==> src/rtl/bis_pkg.sv <==
// ----------------------------------------------------------------------------
// bis_pkg
// Shared types, register indexes, state codes and helpers for the bank
// interleave request splitter.
// ----------------------------------------------------------------------------
package bis_pkg;

    localparam int MaxReqBytes = 64;
    localparam int MapSlots    = 16;

    localparam int AddrW  = 64;
    localparam int SizeW  = 7;
    localparam int PortW  = 4;
    localparam int PaddrW = 6;
    localparam int PdataW = 64;

    // register indexes
    localparam logic [2:0] REG_INTERLEAVE = 3'd0;
    localparam logic [2:0] REG_STAGE      = 3'd1;
    localparam logic [2:0] REG_SHIFT      = 3'd2;
    localparam logic [2:0] REG_BASE       = 3'd3;
    localparam logic [2:0] REG_XMODE      = 3'd4;
    localparam logic [2:0] REG_MAP_EN     = 3'd5;
    localparam logic [2:0] REG_MAP_TABLE  = 3'd6;
    localparam logic [2:0] REG_OUT_COUNT  = 3'd7;

    // translation modes
    localparam logic [1:0] XMODE_NONE   = 2'd0;
    localparam logic [1:0] XMODE_SHIFT  = 2'd1;
    localparam logic [1:0] XMODE_OFFSET = 2'd2;

    // sequencer states
    localparam logic [1:0] ST_IDLE  = 2'd0;
    localparam logic [1:0] ST_SUB   = 2'd1;
    localparam logic [1:0] ST_SLICE = 2'd2;

    typedef struct packed {
        logic [3:0]       interleave_bits;
        logic [3:0]       slot_bits;
        logic [5:0]       shift_amount;
        logic [AddrW-1:0] base_offset;
        logic [1:0]       translate_mode;
        logic             map_enable;
        logic [63:0]      map_table;
        logic [4:0]       output_count;
    } t_cfg;

    function automatic logic [AddrW-1:0] low_mask(input logic [5:0] n);
        low_mask = ~({AddrW{1'b1}} << n);
    endfunction

endpackage

==> src/rtl/bank_interleave_request_splitter.sv <==
// ----------------------------------------------------------------------------
// bank_interleave_request_splitter
// Splits a request into interleave-aligned slices, picks a port per slice.
// ----------------------------------------------------------------------------
// A request is accepted in the idle state; in the offset state the shared
// 64-bit adder removes the base offset, then in the slice state the same
// adder advances the address once per slice. A slice waits while the output
// register is still held by the sink. Zero-size requests give no item.
// Registers sit at byte address 8*index.
module bank_interleave_request_splitter (
    input  logic                       i_clk,
    input  logic                       i_rst_n,
    // APB configuration
    input  logic                       psel,
    input  logic                       penable,
    input  logic                       pwrite,
    input  logic [bis_pkg::PaddrW-1:0] paddr,
    input  logic [bis_pkg::PdataW-1:0] pwdata,
    output logic [bis_pkg::PdataW-1:0] prdata,
    output logic                       pready,
    // request stream
    input  logic                       s_axis_tvalid,
    output logic                       s_axis_tready,
    input  logic [71:0]                s_axis_tdata,  // req_address[63:0], req_size[70:64]
    // slice stream
    output logic                       m_axis_tvalid,
    input  logic                       m_axis_tready,
    output logic [79:0]                m_axis_tdata,  // out_port[3:0], slice_address[67:4],
                                                      // slice_size[74:68]
    output logic                       m_axis_tlast,  // last_slice
    output logic                       m_axis_tuser   // bad_port
);
    import bis_pkg::*;

    t_cfg             r_cfg;
    logic [2:0]       w_idx;
    logic             w_wr;

    logic [1:0]       r_state;
    logic [1:0]       n_state;
    logic [AddrW-1:0] r_addr;
    logic [SizeW-1:0] r_rem;

    logic [AddrW-1:0] w_sum;
    logic [AddrW-1:0] w_add_b;
    logic             w_sub;

    logic [15:0]      w_ps;
    logic [15:0]      w_raw;
    logic [SizeW-1:0] w_size;
    logic             w_ident;
    logic             w_load;
    logic             w_last;

    logic [PortW-1:0] w_port;
    logic             w_bad;
    logic [AddrW-1:0] w_xaddr;

    logic             r_out_valid;
    logic [PortW-1:0] r_out_port;
    logic [AddrW-1:0] r_out_addr;
    logic [SizeW-1:0] r_out_size;
    logic             r_out_last;
    logic             r_out_bad;

    logic [SizeW-1:0] w_req_size;

    // configuration
    assign pready = 1'b1;
    assign w_idx  = paddr[5:3];
    assign w_wr   = psel && penable && pwrite;

    always_ff @(posedge i_clk) begin
        if (!i_rst_n) begin
            r_cfg.interleave_bits <= 4'd2;
            r_cfg.slot_bits       <= 4'd4;
            r_cfg.shift_amount    <= '0;
            r_cfg.base_offset     <= '0;
            r_cfg.translate_mode  <= XMODE_NONE;
            r_cfg.map_enable      <= 1'b0;
            r_cfg.map_table       <= '0;
            r_cfg.output_count    <= 5'd16;
        end else if (w_wr) begin
            case (w_idx)
                REG_INTERLEAVE: r_cfg.interleave_bits <= pwdata[3:0];
                REG_STAGE:      r_cfg.slot_bits       <= pwdata[3:0];
                REG_SHIFT:      r_cfg.shift_amount    <= pwdata[5:0];
                REG_BASE:       r_cfg.base_offset     <= pwdata;
                REG_XMODE:      r_cfg.translate_mode  <= pwdata[1:0];
                REG_MAP_EN:     r_cfg.map_enable      <= pwdata[0];
                REG_MAP_TABLE:  r_cfg.map_table       <= pwdata;
                REG_OUT_COUNT:  r_cfg.output_count    <= pwdata[4:0];
                default: ;
            endcase
        end
    end

    always_comb begin
        case (w_idx)
            REG_INTERLEAVE: prdata = {60'd0, r_cfg.interleave_bits};
            REG_STAGE:      prdata = {60'd0, r_cfg.slot_bits};
            REG_SHIFT:      prdata = {58'd0, r_cfg.shift_amount};
            REG_BASE:       prdata = r_cfg.base_offset;
            REG_XMODE:      prdata = {62'd0, r_cfg.translate_mode};
            REG_MAP_EN:     prdata = {63'd0, r_cfg.map_enable};
            REG_MAP_TABLE:  prdata = r_cfg.map_table;
            REG_OUT_COUNT:  prdata = {59'd0, r_cfg.output_count};
            default:        prdata = '0;
        endcase
    end

    // slice size
    assign w_ident = (r_cfg.interleave_bits == '0) && (r_cfg.slot_bits == '0);
    assign w_ps    = 16'd1 << r_cfg.interleave_bits;
    assign w_raw   = w_ps - (r_addr[15:0] & (w_ps - 16'd1));

    always_comb begin
        if (w_ident || (w_raw > {9'd0, r_rem})) begin
            w_size = r_rem;
        end else begin
            w_size = w_raw[SizeW-1:0];
        end
    end

    assign w_last = (w_size == r_rem);
    assign w_load = (r_state == ST_SLICE) && (!r_out_valid || m_axis_tready);

    // shared adder
    assign w_sub   = (r_state == ST_SUB);
    assign w_add_b = w_sub ? r_cfg.base_offset : {{(AddrW-SizeW){1'b0}}, w_size};

    bis_addsub u_addsub (
        .i_a   (r_addr),
        .i_b   (w_add_b),
        .i_sub (w_sub),
        .o_y   (w_sum)
    );

    bis_route u_route (
        .i_cfg   (r_cfg),
        .i_addr  (r_addr),
        .o_port  (w_port),
        .o_bad   (w_bad),
        .o_xaddr (w_xaddr)
    );

    // sequencer
    assign s_axis_tready = (r_state == ST_IDLE);
    assign w_req_size    = (s_axis_tdata[70:64] > SizeW'(MaxReqBytes)) ?
                           SizeW'(MaxReqBytes) : s_axis_tdata[70:64];

    always_comb begin
        n_state = r_state;
        case (r_state)
            ST_IDLE: begin
                if (s_axis_tvalid) n_state = ST_SUB;
            end
            ST_SUB: begin
                n_state = (r_rem == '0) ? ST_IDLE : ST_SLICE;
            end
            ST_SLICE: begin
                if (w_load && w_last) n_state = ST_IDLE;
            end
            default: n_state = ST_IDLE;
        endcase
    end

    always_ff @(posedge i_clk) begin
        if (!i_rst_n) begin
            r_state <= ST_IDLE;
        end else begin
            r_state <= n_state;
        end
    end

    always_ff @(posedge i_clk) begin
        if (s_axis_tvalid && s_axis_tready) begin
            r_addr <= s_axis_tdata[63:0];
            r_rem  <= w_req_size;
        end else if (r_state == ST_SUB) begin
            r_addr <= w_sum;
        end else if (w_load) begin
            r_addr <= w_sum;
            r_rem  <= r_rem - w_size;
        end
    end

    // output register
    always_ff @(posedge i_clk) begin
        if (!i_rst_n) begin
            r_out_valid <= 1'b0;
        end else if (w_load) begin
            r_out_valid <= 1'b1;
        end else if (m_axis_tready) begin
            r_out_valid <= 1'b0;
        end
    end

    always_ff @(posedge i_clk) begin
        if (w_load) begin
            r_out_port <= w_port;
            r_out_addr <= w_xaddr;
            r_out_size <= w_size;
            r_out_last <= w_last;
            r_out_bad  <= w_bad;
        end
    end

    assign m_axis_tvalid = r_out_valid;
    assign m_axis_tdata  = {5'd0, r_out_size, r_out_addr, r_out_port};
    assign m_axis_tlast  = r_out_last;
    assign m_axis_tuser  = r_out_bad;

    // checks
    a_slice_rem: assert property (@(posedge i_clk) disable iff (!i_rst_n)
        (r_state == ST_SLICE) |-> (r_rem != '0))
        else $error("slice state with nothing left");

    a_slice_size: assert property (@(posedge i_clk) disable iff (!i_rst_n)
        (r_state == ST_SLICE) |-> ((w_size != '0) && (w_size <= r_rem)))
        else $error("slice size out of range");

    a_accept_sub: assert property (@(posedge i_clk) disable iff (!i_rst_n)
        (s_axis_tvalid && s_axis_tready) |=> (r_state == ST_SUB))
        else $error("accepted item not followed by offset removal");

    a_bad_port: assert property (@(posedge i_clk) disable iff (!i_rst_n)
        (r_out_valid && r_out_bad) |-> (r_out_port == '0))
        else $error("flagged slice carries a port");

endmodule

==> src/rtl/bis_addsub.sv <==
// ----------------------------------------------------------------------------
// bis_addsub
// Shared 64-bit adder: base offset removal and per-slice address advance.
// ----------------------------------------------------------------------------
module bis_addsub (
    input  logic [bis_pkg::AddrW-1:0] i_a,
    input  logic [bis_pkg::AddrW-1:0] i_b,
    input  logic                      i_sub,
    output logic [bis_pkg::AddrW-1:0] o_y
);
    import bis_pkg::*;

    logic [AddrW-1:0] w_b;

    assign w_b = i_sub ? ~i_b : i_b;
    assign o_y = i_a + w_b + {{(AddrW-1){1'b0}}, i_sub};

endmodule

==> src/rtl/bis_route.sv <==
// ----------------------------------------------------------------------------
// bis_route
// Port selection and address translation for one slice address.
// ----------------------------------------------------------------------------
module bis_route (
    input  bis_pkg::t_cfg             i_cfg,
    input  logic [bis_pkg::AddrW-1:0] i_addr,
    output logic [bis_pkg::PortW-1:0] o_port,
    output logic                      o_bad,
    output logic [bis_pkg::AddrW-1:0] o_xaddr
);
    import bis_pkg::*;

    logic [5:0]       w_lb;
    logic [5:0]       w_sb;
    logic [5:0]       w_lsb;
    logic [AddrW-1:0] w_low;
    logic [AddrW-1:0] w_slot_full;
    logic [AddrW-1:0] w_slot_mask;
    logic [14:0]      w_slot;
    logic [PortW-1:0] w_p;
    logic             w_map_bad;

    assign w_lb  = {2'b00, i_cfg.interleave_bits};
    assign w_sb  = {2'b00, i_cfg.slot_bits};
    assign w_lsb = w_lb + w_sb;
    assign w_low = i_addr & low_mask(w_lb);

    assign w_slot_full = i_addr >> w_lb;
    assign w_slot_mask = low_mask(w_sb);
    assign w_slot      = w_slot_full[14:0] & w_slot_mask[14:0];

    always_comb begin
        w_map_bad = 1'b0;
        w_p       = w_slot[PortW-1:0];
        if (i_cfg.map_enable) begin
            if (w_slot >= 15'(MapSlots)) begin
                w_map_bad = 1'b1;
            end
            w_p = i_cfg.map_table[{w_slot[3:0], 2'b00} +: PortW];
        end else if (w_slot > 15'(4'hF)) begin
            w_map_bad = 1'b1;
        end
    end

    always_comb begin
        o_bad  = w_map_bad || ({1'b0, w_p} >= i_cfg.output_count);
        o_port = o_bad ? '0 : w_p;
    end

    always_comb begin
        case (i_cfg.translate_mode)
            XMODE_OFFSET: begin
                o_xaddr = ((i_addr & ~low_mask(w_lsb)) >> w_sb) | w_low;
            end
            XMODE_SHIFT: begin
                if (i_cfg.shift_amount != '0) begin
                    o_xaddr = ((i_addr >> i_cfg.shift_amount) & ~low_mask(w_lb)) | w_low;
                end else begin
                    o_xaddr = i_addr;
                end
            end
            default: begin
                o_xaddr = i_addr;
            end
        endcase
    end

endmodule

==> config.mk <==
export PLATFORM = sky130hd
export DESIGN_NAME = bank_interleave_request_splitter
export DESIGN_NICKNAME = d
export VERILOG_FILES = /design/src/rtl/bis_pkg.sv /design/src/rtl/bank_interleave_request_splitter.sv /design/src/rtl/bis_addsub.sv /design/src/rtl/bis_route.sv
export SDC_FILE = /design/constraint.sdc
export NUM_CORES = 1
export LEC_CHECK = 0
export BUFFER_PORTS_ARGS = -buffer_cell sky130_fd_sc_hd__buf_2
export CORE_MARGIN = 4
export CORE_UTILIZATION = 55
export DETAILED_ROUTE_END_ITERATION = 12
export PLACE_DENSITY = 0.85
export SYNTH_ARGS = -nofsm -noshare
export SYNTH_HDL_FRONTEND = slang
export SYNTH_SLANG_ARGS = --single-unit
export TNS_END_PERCENT = 100
==> constraint.sdc <==
create_clock -name i_clk -period 8.45 [get_ports i_clk]
set_input_delay 1.2675 -clock i_clk [delete_from_list [all_inputs] [get_ports i_clk]]
set_output_delay 1.2675 -clock i_clk [all_outputs]
set_load 0.02 [all_outputs]
==> flow_metrics.py <==
metrics = {
    "placed_design": {
        "place_congestion": 1.03,
        "io_buffers": 287,
        "post-dp-hpwl_um": 74100,
    },
    "power": {
        "comb_power_share_pct": 51.1,
        "swShare_pct": 44.5,
        "p_int_w": 0.00435,
        "pwr-share-seq_pct": 28.9,
        "p_sw_w": 0.00349,
        "p_clk_share_pct": 20.0,
        "power.leakage_nw": 12.6,
        "ir_worst_vdd_mv": 0.180,
        "power_density_mw_per_mm2": 254,
    },
    "synth": {
        "ys_async_sr_fraction_pct": 0,
        "synthDistinctLibCells": 105,
        "syn_area_mm2": 0.0279,
        "ys_warn_count": 0,
        "synth-seq-cells": 301,
        "ys_dominant_reg_cell": "dfxtp_1",
        "synth_edf_count": 148,
        "synth_area_per_cell_um2": 8.06,
        "netlist_instances": 3468,
        "ys_seq_area_share_pct": 26.9,
    },
    "layout": {
        "layout.area.seq_mm2": 0.00753,
        "area_growth_pct": 10.7,
        "nFillCells": 4397,
        "drive_gt1_share_pct": 18.8,
        "layout.nets": 3831,
        "multi_input_area_mm2": 0.0190,
    },
    "cts": {
        "cts.path.max_buffers": 3,
        "cts_num_sinks": 301,
        "cts_tree": "built",
        "clockRootBuffer": "clkbuf_16",
        "cts_inserted_buffers": 35,
        "cts_hold_buf": 0,
        "insertion_delay_ns": 0.57,
        "clk_pin_slew_ns": 0.06,
        "htree_num_levels": 2,
    },
    "sta": {
        "worst_pin_slew_ns": 1.23,
        "maxSlewViolCount": 0,
        "skew_ns": 0.0161,
        "setup_violations": 0,
        "finalHoldViolCount": 0,
        "tns_ns": 0,
        "post-route-period-util_pct": 94.6,
        "min_period_ns": 7.99,
        "grt_setup_unrepaired": "no",
        "fmax_ghz": 0.125,
        "whs_ns": 0.481,
        "slew_headroom_pct": 17.7,
    },
    "global_route": {
        "grt_overflow": 0,
        "grt_use_total_pct": 35.7,
        "grt_max_degree": 128,
        "antenna_found_initial": 8,
        "grt_first_pass_wirelength_um": 154000,
        "grt_pass1_vias": 26700,
    },
    "die": {
        "core_mm2": 0.0502,
        "num_rows": 82,
        "ios": 298,
        "die_x_um": 233,
        "die_area_mm2": 0.0545,
        "initial_core_util_pct": 55.7,
        "die_height_um": 233,
    },
    "routing": {
        "vias": 28800,
        "dr.pass1.iters": 7,
        "wirelength_um": 102000,
        "wire_per_inst_um": 23.7,
        "dr.first_iter.drc_count": 4053,
        "drc": 0,
        "via_per_inst": 6.70,
        "antenna_left": 0,
    },
    "min_path": {
        "hold_class": "reg2reg",
    },
    "worst_setup_path": {
        "critPathMaxFanout": 12,
        "cp_slowest_stage_delay_ns": 0.43,
        "crit_top_cell": "o21ai_0",
        "start_kind": "flop",
        "end_kind": "flop",
        "required_ns": 8.77,
        "cp.arrival_ns": 8.31,
        "slowest_stage": "fa_1",
        "criticalPathCategory": "reg2reg",
    },
    "status": {
        "status": "finished, final reports clean",
    },
    "run": {
        "cap_violations": 0,
    },
}
-- registers in the layout, indices dropped and copies added (netlist names) --
signal and count:
r_cfg 150, m_axis_tuser 1, r_rem 7, m_axis_tvalid 1
r_out_port 4, r_addr 64, r_out_size 7, m_axis_tlast 1
r_out_addr 64, r_state 2
-- cell usage after synthesis, drive strengths merged (15+ instances only) --
library cell	count	area share, %
a22oi	18	0.48
ha	90	4.0
buf	67	1.3
o21a	16	0.43
mux4	85	6.9
and3	15	0.34
and2	31	0.69
dfxtp	153	11
o21ai	255	4.6
nor2b	45	1.0
clkbuf	221	3.0
nor2	280	3.8
nor3	35	0.63
a21boi	136	3.7
o22ai	28	0.63
a211oi	33	0.90
inv	78	1.0
nand4	17	0.38
mux2	88	3.5
a31oi	22	0.49
xor2	29	0.91
nand2b	24	0.56
edfxtp	148	16
a22o	71	2.2
nand2	639	8.6
o21bai	18	0.48
o211ai	23	0.65
a21o	56	1.5
o31ai	16	0.48
mux2i	190	6.8
a21oi	264	4.8
nand3	45	0.81
xnor2	39	1.2
-- through the flow --
stage | utilization (%) | cell area (um^2) | total power, W | cells | setup slack (ns)
3_5_place_dp | 59.2 | 29700 | 0.00605 | 4224 | 0.188
6_report | 61.7 | 30900 | 0.00784 | 4292 | 0.458
3_3_place_gp | 59.2 | 29700 | 0.00600 | 4224 | 0.372
4_1_cts | 61.5 | 30900 | 0.00764 | 4287 | 0.121
5_1_grt | 61.7 | 30900 | 0.00818 | 4290 | 0.0369
2_1_floorplan | - | 28000 | 0.00481 | 3472 | 1.11
-- critical path: cells and delay by family (launching register included) --
family                     cells  cell delay [ns]
DFF                            1             0.37
AOI/OAI and AO/OA             18             3.54
xor gates and xnor gates       2             0.34
buffers and inverters          3             0.41
adders and majority gates      3             1.03
and+or+nand+nor                5             1.32
muxes                          3             0.68
-- cells by family (layout without fill, tap and decap cells) --
group,Yosys count,in the layout,share of synthesized area [%]
AND/OR/NAND/NOR,1197,1197,18.7
AO/OA/AOI/OAI,1075,1075,25.4
buffers and inverters,369,512,5.36
multiplexers,363,363,17.2
flip-flops,301,301,26.9
adder cells (fa/ha/maj),93,93,4.24
XOR/XNOR,68,68,2.16
other,2,11,0.0269
-- metal layers --
| metal | GRT usage, % | wire, um | share of wire (%) |
|---|---|---|---|
| met5 | 0 | 60 | 0.059 |
| met4 | 16.2 | 5570 | 5.5 |
| met3 | 9.82 | 14100 | 14 |
| met2 | 53.2 | 43300 | 43 |
| met1 | 48.4 | 38800 | 38 |
-- cell usage in the layout, fill, tap and decap left out, types with 44 or more instances in the layout --
cell type  instances
nand2_1          635
buf_2            286
nor2_1           276
a21oi_1          260
o21ai_0          244
mux2i_1          190
edfxtp_1         148
dfxtp_1          142
a21boi_0         135
ha_1              89
mux2_2            88
mux4_2            84
buf_4             82
inv_1             72
a22o_1            71
a21o_1            56
nand3_1           45
nor2b_1           44
-- final cells by class --
| class | instances | share of cell area, % |
|---|---|---|
| multi-input cells | 2802 | 61.5 |
| flip-flops and latches | 301 | 24.3 |
| repair buffers | 368 | 6.62 |
| clock buffers | 51 | 3.33 |
| well taps | 672 | 2.72 |
| inverters | 81 | 0.983 |
| clock inverters | 12 | 0.449 |
| diodes | 5 | 0.0404 |
-- final timing paths --
check / from / end / slack (ns) / cells after the start
max: r_cfg[147]$_SDFFE_PN1P_ / r_addr[62]$_DFFE_PP_ / 0.46 / 34
min: r_cfg[19]$_SDFFE_PN0P_ / r_cfg[19]$_SDFFE_PN0P_ / 0.48 / 2
max reg2reg: r_cfg[147]$_SDFFE_PN1P_ / r_addr[62]$_DFFE_PP_ / 0.46 / 34
min reg2reg: r_cfg[19]$_SDFFE_PN0P_ / r_cfg[19]$_SDFFE_PN0P_ / 0.48 / 2
-- power by group through the flow --
stage | Sequential [W] | Combinational, W | Clock, W
after global routing | 0.00225 | 0.00429 | 0.00164
after detailed placement | 0.00224 | 0.00380 | 0
after CTS | 0.00222 | 0.00385 | 0.00158
after global placement | 0.00223 | 0.00377 | 0
final | 0.00227 | 0.00401 | 0.00157
after floorplan | 0.00207 | 0.00274 | 0
-- what timing repair did --
| action | CTS | global route |
|---|---|---|
| setup endpoints to repair | 0 | 6 |
| resized for setup | 0 | 11 |
| hold endpoints to repair | 0 | 0 |
| setup buffers | 0 | 0 |
Note: power is estimated with default switching activity, not from simulation.
